File: src/rtl/core/fqt_pkg.sv
`default_nettype none

package fqt_pkg;

  localparam int KEY_W = 10;
  localparam int CNT_W = 10;
  localparam int BKT_W = 11;
  localparam int REQ_W = 2;
  localparam int IN_TDATA_W = 24;
  localparam int OUT_TDATA_W = 16;

  localparam logic [CNT_W-1:0] COUNT_MAX = CNT_W'(1023);

  typedef enum logic [REQ_W-1:0] {
    REQ_ADD   = 2'd0,
    REQ_DEL   = 2'd1,
    REQ_QUERY = 2'd2,
    REQ_NONE  = 2'd3
  } req_t;

  typedef enum logic [3:0] {
    ST_CLEAR,
    ST_IDLE,
    ST_KEY_RD,
    ST_OLD_RD,
    ST_OLD_WR,
    ST_NEW_RD,
    ST_NEW_WR,
    ST_Q_RD,
    ST_DONE
  } state_t;

  typedef struct packed {
    logic [BKT_W-1:0] a;
    logic             dec;
  } alu_req_t;

endpackage

`default_nettype wire

File: src/rtl/core/fqt_alu.sv
`default_nettype none

module fqt_alu (
  input  wire fqt_pkg::alu_req_t                req,
  output logic [fqt_pkg::BKT_W-1:0] y
);

  always_comb begin
    if (req.dec) begin
      y = req.a - fqt_pkg::BKT_W'(1);
    end else begin
      y = req.a + fqt_pkg::BKT_W'(1);
    end
  end

endmodule

`default_nettype wire

File: config.mk
export PLATFORM = sky130hd
export DESIGN_NAME = fqt_alu
export DESIGN_NICKNAME = d
export VERILOG_FILES = /design/src/rtl/core/fqt_pkg.sv /design/src/rtl/core/fqt_alu.sv
export SDC_FILE = /design/constraint.sdc
export NUM_CORES = 1
export LEC_CHECK = 0
export BUFFER_PORTS_ARGS = -buffer_cell sky130_fd_sc_hd__buf_2
export CORE_AREA = 2 2 40 42
export DETAILED_ROUTE_END_ITERATION = 16
export DIE_AREA = 0 0 42 44
export GPL_TIMING_DRIVEN = 0
export PLACE_DENSITY = 0.7
export SETUP_SLACK_MARGIN = 0.15
export SLEW_MARGIN = 30
export SYNTH_ARGS = -nofsm -noshare
export SYNTH_HDL_FRONTEND = slang
export SYNTH_SLANG_ARGS = --single-unit
File: constraint.sdc
create_clock -name vclk -period 1.39
set_input_delay 0.0695 -clock vclk [all_inputs]
set_output_delay 0.0695 -clock vclk [all_outputs]
set_load 0.01 [all_outputs]
# == Word-level counts from Yosys, hierarchy flattened ==
# Index checks and enable logic that the tools add are counted.
# classes
add_sub_neg,2
mux,1
# ops
op,count
"adder 11 x 1 -> 11 bit, second input constant",1
2-to-1 mux 11 bit,1
"subtractor 11 x 1 -> 11 bit, second input constant",1
# word_totals
ff_bits,0
input_bits,12
elab_cells,3

# == Longest topological paths before layout ==
# Gate-level depths: netlist of run 1.
# logic_depth
ltp_word,2
mapped_depth,7
depth_no_buf,7

# == Least setup slack after synthesis of run 1 ==
# No wires, ideal clock.
# synth_timing
path_kind,input -> output
startpoint,input req[1] (netlist name)
endpoint,output y[10] (netlist name)
arrival_time_ns,1.314
t_required_ns,1.321
slack_ns,0.006
stages,7
n_path_buf,0
path_cell_list,inv_1 -> fa_1 -> nor2b_4 -> o2111ai_2 -> nand3_2 -> o221ai_2 -> xnor2_1
# synth_between
elab_chain_len,2
word_cells_on_any_way,3
# synth_rtl
element,line,text
"start, declared",fqt_alu.sv:4,"input wire fqt_pkg::alu_req_t req,"
adder 11 x 1 -> 11 bit / subtractor 11 x 1 -> 11 bit (equally long branches),"fqt_alu.sv:12, fqt_alu.sv:10",
2-to-1 mux 11 bit (*),fqt_alu.sv:9,if (req.dec) begin
"end, declared",fqt_alu.sv:5,output logic [fqt_pkg::BKT_W-1:0] y
# Every way passes the cells marked *; elsewhere a longest branch is shown, timed or not.

# == Final worst setup path of run 1 ==
# layout_timing
startpoint,input req[0] (netlist name)
endpoint,output y[8] (netlist name)
# layout_between
elab_chain_len,1
# layout_rtl
element,line
2-to-1 mux 11 bit,fqt_alu.sv:9
# No other way between the ends.

==> metrics, run 1 <==
status=finished, violations left; failing checks=negative setup slack; IO buf count=23; IO Count=23; DRC=0; detailed placement HPWL=853 um; initial DRC count=4; layout cell share with drive strength beyond 1=0.625; Hold Vio Cnt, Final=0; Die Footprint=1850 um2; Remaining Overflow, GRT=0; antenna cells=0; worst endpoint data arrival time=1.42 ns; Post-Syn Instances=56; initial core utilization=0.325; Worst path slowest cell=o41ai_2; Die Ht=44 um; core area=1420 um2; Seq pwr share=0; DRT antenna net count=0; Register Area=0 um2; Crit path required time=1.32 ns; VDD IR max=0.229 mV; Synth Cell Area=462 um2; share of the synthesized area in the top cell type=0.244; internal power=253 uW; Vias=534; most common cell after layout, fill and taps aside=buf_2; Row Count=14; RSZ-0062 raised after global routing=yes; worst slack, placed=-0.376 ns; pin count of the biggest net entering global routing=7; Slew Limit Fails=0; P&R area growth vs syn=87.8%; CP Launch Type=primary input; Critical Path, Cell by Cell=buf_16, ha_4, nor2b_4, o2111ai_2, nand3_2, o41ai_2, xnor2_1, buf_2; actual slew at the worst max-slew pin=0.263 ns; final worst slack=-0.102 ns; initial antenna violation count=0; crit-path max FO=6; fillers=128; die width=42 um; MaxCap Viol Count=0; Logic pwr share=1.000; mean routed wirelength per cell=13.5 um; Synth Warn #=0; synthesized area per cell=8.24 um2; period utilisation layout=1.07; DR vias/cell=5.13; DRT Pass-1 Iters=4; TNS Setup=-0.241 ns; CP max stage delay=0.25 ns; Buf/Inv on CP=2; FF+latch count=0; Post-Synth Adder-Cell Area=0.287; most frequent cells in the layout=buf_2, xnor2_1, ha_4, buf_4; Sw Ratio=0.460; Unique masters post-synth=23; Clock Power Share=0; Synth area leaders=ha_1, xnor2_1, o2111ai_2; Pleak=0.381 nW; delay-heaviest family, CP=compound AO/OA/AOI/OAI gates; PD cells=540 nW/um2; Clock Buffer Count=0; All-Layer GR Usage=0.149; simple-gate area share of the yosys netlist=0.222; Routed WL=1410 um; vias in the first global route=499; final design utilization=0.611; footprint of the multi-input gates=568 um2; Rel. slew slack=0.823; post-synthesis mux area share=0; Tmin final=1.49 ns; sw power=216 uW; post-synth top area cell=ha_1; Final #Nets=112; Min-Delay Path Class=in2out; critical path type=in2out; register area share after synthesis=0; Syn Nets=78; largest family of logic cells by synthesized area=adder cells; CP Capture Type=output port; # setup viols final=3; xor/xnor share of the synthesized area=0.190; Compound-Gate Fraction of Synth Area=0.260; fmax=0.670 GHz; routability congestion estimate=0.800; first-pass GRT wire length=2240 um
-- power by group through the flow --
stage / Sequential [mW] / Combinational (mW) / Clock [mW]
final: 0 / 0.469 / 0
after global routing: 0 / 0.508 / 0
after CTS: 0 / 0.433 / 0
after detailed placement: 0 / 0.360 / 0
after global placement: 0 / 0.351 / 0
after floorplan: 0 / 0.247 / 0
-- routing by layer --
metal	up-vias	GRT usage	part of all wire
li1	268	-	-
met1	252	0.194	0.39
met2	14	0.288	0.57
met3	0	0.00833	0.033
met4	0	0	0
met5	-	0	0
-- logic make-up after synthesis --
family | count (synthesis)
AOI/OAI and AO/OA | 13
xor gates and xnor gates | 10
adders and majority gates | 10
buffers and inverters | 5
and+or+nand+nor | 18
-- path summary, 6_finish.rpt --
check / start / to / slack (ns) / cells after the start
setup / recovery: req[0] / y[8] / -0.10 / 8
hold / removal: req[1] / y[0] / 0.38 / 3
-- synthesized netlist by cell type --
cell	count
ha_1	9
xnor2_1	8
inv_1	5
nand2_1	4
nand3_1	4
nor2_1	3
a21oi_1	2
a21oi_2	2
o2111ai_2	2
o21ai_0	2
or3_1	2
xor2_1	2
a21o_1	1
a31oi_1	1
and3_2	1
fa_1	1
nand2b_1	1
nand3_2	1
nor2b_1	1
nor2b_4	1
o21a_1	1
o221ai_2	1
o41ai_2	1
-- stage by stage --
step                      std cells  hold slack [ns]  total power, mW  cell area [um2]
after detailed placement         95            0.419            0.360              636
after global routing            104            0.396            0.508              867
after CTS                       101            0.386            0.433              821
final                           104            0.383            0.469              867
after floorplan                  56            0.172            0.247              500
after global placement           95            0.409            0.351              636
-- cell type report --
cell class,instances,area share
multi-input cells,51,0.655
repair buffers,32,0.297
inverters,5,0.0245
well taps,16,0.0231
-- timing repair --
action | in CTS | in global routing
gates cloned | 1 | 0
hold buffers | 0 | 0
gates resized for setup | 21 | 4
endpoints found under the hold margin | 0 | 0
setup buffers | 5 | 3
pin swaps | 14 | 7
setup endpoints to repair | 8 | 7
Note: power is estimated with default switching activity, not from simulation.
==> run 2: changes to the inputs <==
--- a/config.mk
+++ b/config.mk
@@ -10,7 +10,7 @@
 export DETAILED_ROUTE_END_ITERATION = 16
 export DIE_AREA = 0 0 42 44
 export GPL_TIMING_DRIVEN = 0
-export PLACE_DENSITY = 0.7
+export PLACE_DENSITY_LB_ADDON = 0.12
 export SETUP_SLACK_MARGIN = 0.15
 export SLEW_MARGIN = 30
 export SYNTH_ARGS = -nofsm -noshare
==> run 2 against run 1 <==
The run still ends with negative setup slack left. Power down 1.7%. Fmax down 0.53%. Die area unchanged. Worst setup slack worse by 0.0080 ns. Largest cell class unchanged.
==> metrics, run 2 (synthesis results as in run 1) <==
status=finished, violations left (unchanged); failing checks=negative setup slack (unchanged); final worst slack=-0.110 ns (was -0.102 ns); critical path type=in2out (unchanged); Vias=523 (was 534); Register Area=0 um2 (unchanged); Die Footprint=1850 um2 (unchanged); met3 wire length=61 um (was 47 um); vias in the first global route=484 (was 499); MaxCap Viol Count=0 (unchanged); core area=1420 um2 (unchanged); Final #Nets=114 (was 112); initial DRC count=9 (was 4); period utilisation layout=1.08 (was 1.07); Slew Limit Fails=0 (unchanged); most frequent cells in the layout=buf_2, buf_4, xnor2_1, ha_4, nand2_1 (was buf_2, xnor2_1, ha_4, buf_4); most common cell after layout, fill and taps aside=buf_2 (unchanged); mean routed wirelength per cell=11.0 um (was 13.5 um); pin count of the biggest net entering global routing=7 (unchanged); Remaining Overflow, GRT=0 (unchanged); first-pass GRT wire length=1980 um (was 2240 um); Die Ht=44 um (unchanged); DRT Pass-1 Iters=4 (unchanged); FF+latch count=0 (unchanged); CP Capture Type=output port (unchanged); RSZ-0062 raised after global routing=yes (unchanged); CP Launch Type=primary input (unchanged); Pleak=0.391 nW (was 0.381 nW); DRC=0 (unchanged); initial core utilization=0.325 (unchanged); layout cell share with drive strength beyond 1=0.633 (was 0.625); WL met2=549 um (was 804 um); Routed WL=1160 um (was 1410 um); crit-path max FO=3 (was 6); Min-Delay Path Class=in2out (unchanged); worst endpoint data arrival time=1.43 ns (was 1.42 ns); final design utilization=0.617 (was 0.611); DRT antenna net count=0 (unchanged); die width=42 um (unchanged); actual slew at the worst max-slew pin=0.247 ns (was 0.263 ns); # setup viols final=5 (was 3); routability congestion estimate=0.790 (was 0.800); Hold Vio Cnt, Final=0 (unchanged); IO Count=23 (unchanged); Finished Layout Cells=106 (was 104); PD cells=526 nW/um2 (was 540 nW/um2); Met1 Wirelength=552 um (was 556 um); All-Layer GR Usage=0.132 (was 0.149); placed insts=95 (unchanged); Rel. slew slack=0.835 (was 0.823); top layer used by detailed routing=met3 (unchanged); P&R area growth vs syn=89.7% (was 87.8%); fmax=0.667 GHz (was 0.670 GHz); Crit path required time=1.32 ns (about the same); antenna cells=0 (unchanged); Worst Setup SP=req[1] (was req[0]); hold path start=req[1] (unchanged); Tmin final=1.50 ns (was 1.49 ns); initial antenna violation count=0 (unchanged); Row Count=14 (unchanged); DR vias/cell=4.93 (was 5.13); detailed placement HPWL=830 um (was 853 um); Clock Buffer Count=0 (unchanged); IO buf count=23 (unchanged); VDD IR max=0.274 mV (was 0.229 mV)
-- run 2: cell count changes in the layout (fill, tap and decap cells not counted) --
cell       delta
o41ai_2       -1
buf_2         +1
o41ai_4       +1
buf_6         -1
buf_4         +2
o2111ai_2     +1
o2111ai_4     -1
-- run 2: cell type report --
class / instances / area, um2
fill: 138 / 543
inverter: 5 / 21.3
multi-input combinational: 51 / 568
tap: 16 / 20.0
timing repair buffer: 34 / 267
-- run 2: critical path: stages --
cell	delay (ns)
buf_8	0.08
inv_4	0.03
fa_2	0.40
nor2b_4	0.14
o2111ai_2	0.14
nand3_2	0.15
o221ai_2	0.13
xnor2_2	0.14
buf_2	0.14
-- run 2: path summary, 6_finish.rpt --
kind,slack (ns),cells past startpoint,to
setup / recovery,-0.11,9,y[10]
hold / removal,0.37,3,y[0]
-- run 2: report_power, final --
group	internal, mW	leakage, nW	switching [mW]
Sequential	0	0	0
Combinational	0.254	0.391	0.206
Clock	0	0	0
Total	0.254	0.391	0.206
-- run 2: per-stage QoR --
stage	hold WS, ns	power (mW)	setup TNS (ns)	cell area, um2	setup slack (ns)
finish	0.374	0.461	-0.334	876	-0.110
global route	0.384	0.504	-0.858	876	-0.175
CTS	0.374	0.439	-0.267	838	-0.0904
detailed placement	0.412	0.358	-1.81	636	-0.384
global placement	0.412	0.354	-1.79	636	-0.375
floorplan	0.172	0.247	0	500	0.113
-- run 2: routing by layer --
layer,global-route usage,vias up
li1,-,277
met1,0.184,231
met2,0.241,15
met3,0.00417,0
met4,0,0
met5,0,-
-- run 2: timing repair --
item | CTS | global route
hold buffers | 0 | 0
gates cloned | 1 | 0
gates resized for setup | 20 | 3
setup endpoints to repair | 8 | 8
pin swaps | 14 | 2
setup buffers | 8 | 2
==> run 3: changes to the inputs <==
--- a/config.mk
+++ b/config.mk
@@ -11,6 +11,7 @@
 export DIE_AREA = 0 0 42 44
 export GPL_TIMING_DRIVEN = 0
 export PLACE_DENSITY_LB_ADDON = 0.12
+export REMOVE_ABC_BUFFERS = 1
 export SETUP_SLACK_MARGIN = 0.15
 export SLEW_MARGIN = 30
 export SYNTH_ARGS = -nofsm -noshare
==> run 3 against run 2 <==
The flow still finishes with violations (negative setup slack). Combinational power fell by 3%. Final area fell by 2.0%. Worst hold slack improved by 0.016 ns. First-iteration DRC count down 100%. Critical path type unchanged. Largest cell class unchanged. Highest routed layer unchanged. Sequential share of layout area did not move. Fmax rose by 2.7%. Non-clock buffer count fell by 2. Power fell by 2.5%. Final cell count down 1.9%. Critical path depth shrank 1. Largest power group unchanged. Sequential cell count unchanged.
==> metrics, run 3 (synthesis results as in run 1) <==
final worst slack=-0.0708 ns (was -0.110 ns); critical path type=in2out (unchanged); Register Area=0 um2 (unchanged); pin count of the biggest net entering global routing=7 (unchanged); worst endpoint data arrival time=1.39 ns (was 1.43 ns); core area=1420 um2 (unchanged); Tmin final=1.46 ns (was 1.50 ns); Seq pwr share=0 (about the same); Pleak=0.375 nW (was 0.391 nW); hold depth=3 (unchanged); layout cell share with drive strength beyond 1=0.625 (was 0.633); internal power=246 uW (was 254 uW); initial DRC count=0 (was 9); sw power=202 uW (was 206 uW); antenna cells=0 (unchanged); Crit path required time=1.32 ns (about the same); fmax=0.685 GHz (was 0.667 GHz); Routed WL=1090 um (was 1160 um); # setup viols final=3 (was 5); Final #Nets=112 (was 114); MaxCap Viol Count=0 (unchanged); DR vias/cell=4.76 (was 4.93); Sw Ratio=0.451 (was 0.448); VDD IR max=0.233 mV (was 0.274 mV); worst slack, placed=-0.408 ns (was -0.384 ns); DRT antenna net count=0 (unchanged); crit-path max FO=5 (was 3); routability congestion estimate=0.737 (was 0.790); fillers=139 (was 138); initial antenna violation count=0 (unchanged); IO Count=23 (unchanged); Hold Vio Cnt, Final=0 (unchanged); cts hold-fix bufs=0 (unchanged); Finished Layout Cells=104 (was 106); first-pass GRT wire length=1860 um (was 1980 um); CP Capture Type=output port (unchanged); Min-Delay Path Class=in2out (unchanged); Remaining Overflow, GRT=0 (unchanged); DRT Pass-1 Iters=1 (was 4); Row Count=14 (unchanged); initial core utilization=0.325 (unchanged); most common cell after layout, fill and taps aside=buf_2 (unchanged); TNS Setup=-0.125 ns (was -0.334 ns); Clock Power Share=0 (about the same); most frequent cells in the layout=buf_2, xnor2_1, buf_4 (was buf_2, buf_4, xnor2_1, ha_4, nand2_1); Die Ht=44 um (unchanged); failing checks=negative setup slack (unchanged); period utilisation layout=1.05 (was 1.08); Slew Limit Fails=0 (unchanged); Worst Setup SP=req[0] (was req[1]); DRC=0 (unchanged); All-Layer GR Usage=0.122 (was 0.132); WHS=0.390 ns (was 0.374 ns); detailed placement HPWL=772 um (was 830 um); Pwr Total=449 uW (was 461 uW); mean routed wirelength per cell=10.5 um (was 11.0 um); actual slew at the worst max-slew pin=0.240 ns (was 0.247 ns); Vias=495 (was 523); Die Footprint=1850 um2 (unchanged); CP Launch Type=primary input (unchanged); PD cells=523 nW/um2 (was 526 nW/um2); vias in the first global route=441 (was 484); status=finished, violations left (unchanged); P&R area growth vs syn=85.9% (was 89.7%); Logic pwr share=1.000 (about the same); Clock Buffer Count=0 (unchanged); RSZ-0062 raised after global routing=yes (unchanged); footprint of the multi-input gates=576 um2 (was 568 um2); Rel. slew slack=0.839 (was 0.835); die width=42 um (unchanged); IO buf count=23 (unchanged); placed insts=95 (unchanged); FF+latch count=0 (unchanged); hold path start=req[1] (unchanged)
## run 3: cell types whose count changed in the layout (fill, tap and decap cells not counted)
cell,delta
buf_6,-2
a21oi_2,-1
a21oi_4,+1
buf_2,+1
buf_4,-1
inv_1,+1
inv_2,-1
nand3_1,-1
nand3_2,+1
nor2_1,-1
nor2_2,+1
xnor2_1,+1
xnor2_2,-1
## run 3: per-stage QoR
stage          utilization  area [um2]
2_1_floorplan            -         462
3_3_place_gp         0.421         597
3_5_place_dp         0.421         597
4_1_cts              0.585         830
5_1_grt              0.605         858
6_report             0.605         858
## run 3: repair_timing
action / in CTS / in global routing
endpoints found under the setup margin: 9 / 7
gates cloned: 1 / 0
hold endpoints to repair: 0 / 0
pin swaps: 14 / 4
buffers inserted: 7 / 1
gates resized for setup: 27 / 3
## run 3: cell type report
type,instances,share of cell area
multi-input combinational,51,0.671
tap,16,0.0233
timing repair buffer,32,0.281
inverter,5,0.0248
## run 3: power groups by stage
| stage | logic (mW) | registers [mW] | clock network [mW] |
|---|---|---|---|
| CTS | 0.435 | 0 | 0 |
| global route | 0.493 | 0 | 0 |
| global placement | 0.333 | 0 | 0 |
| finish | 0.449 | 0 | 0 |
| detailed placement | 0.333 | 0 | 0 |
| floorplan | 0.230 | 0 | 0 |
## run 3: final timing paths
| check | endpoint | slack [ns] |
|---|---|---|
| max | y[8] | -0.07 |
| min | y[0] | 0.39 |
## run 3: critical path, cell delays in order
cell and delay [ns]:
buf_16 0.11, ha_4 0.24, nor2b_4 0.13, o2111ai_2 0.17
nand3_2 0.15, o41ai_4 0.23, xnor2_1 0.14, buf_2 0.14
## run 3: layer usage
metal  GRT usage  vias to the layer above  share of wire
li1            -                      271              -
met1       0.173                      211           0.48
met2       0.216                       13           0.48
met3     0.00833                        0          0.047
met4           0                        0              0
met5           0                        -              0
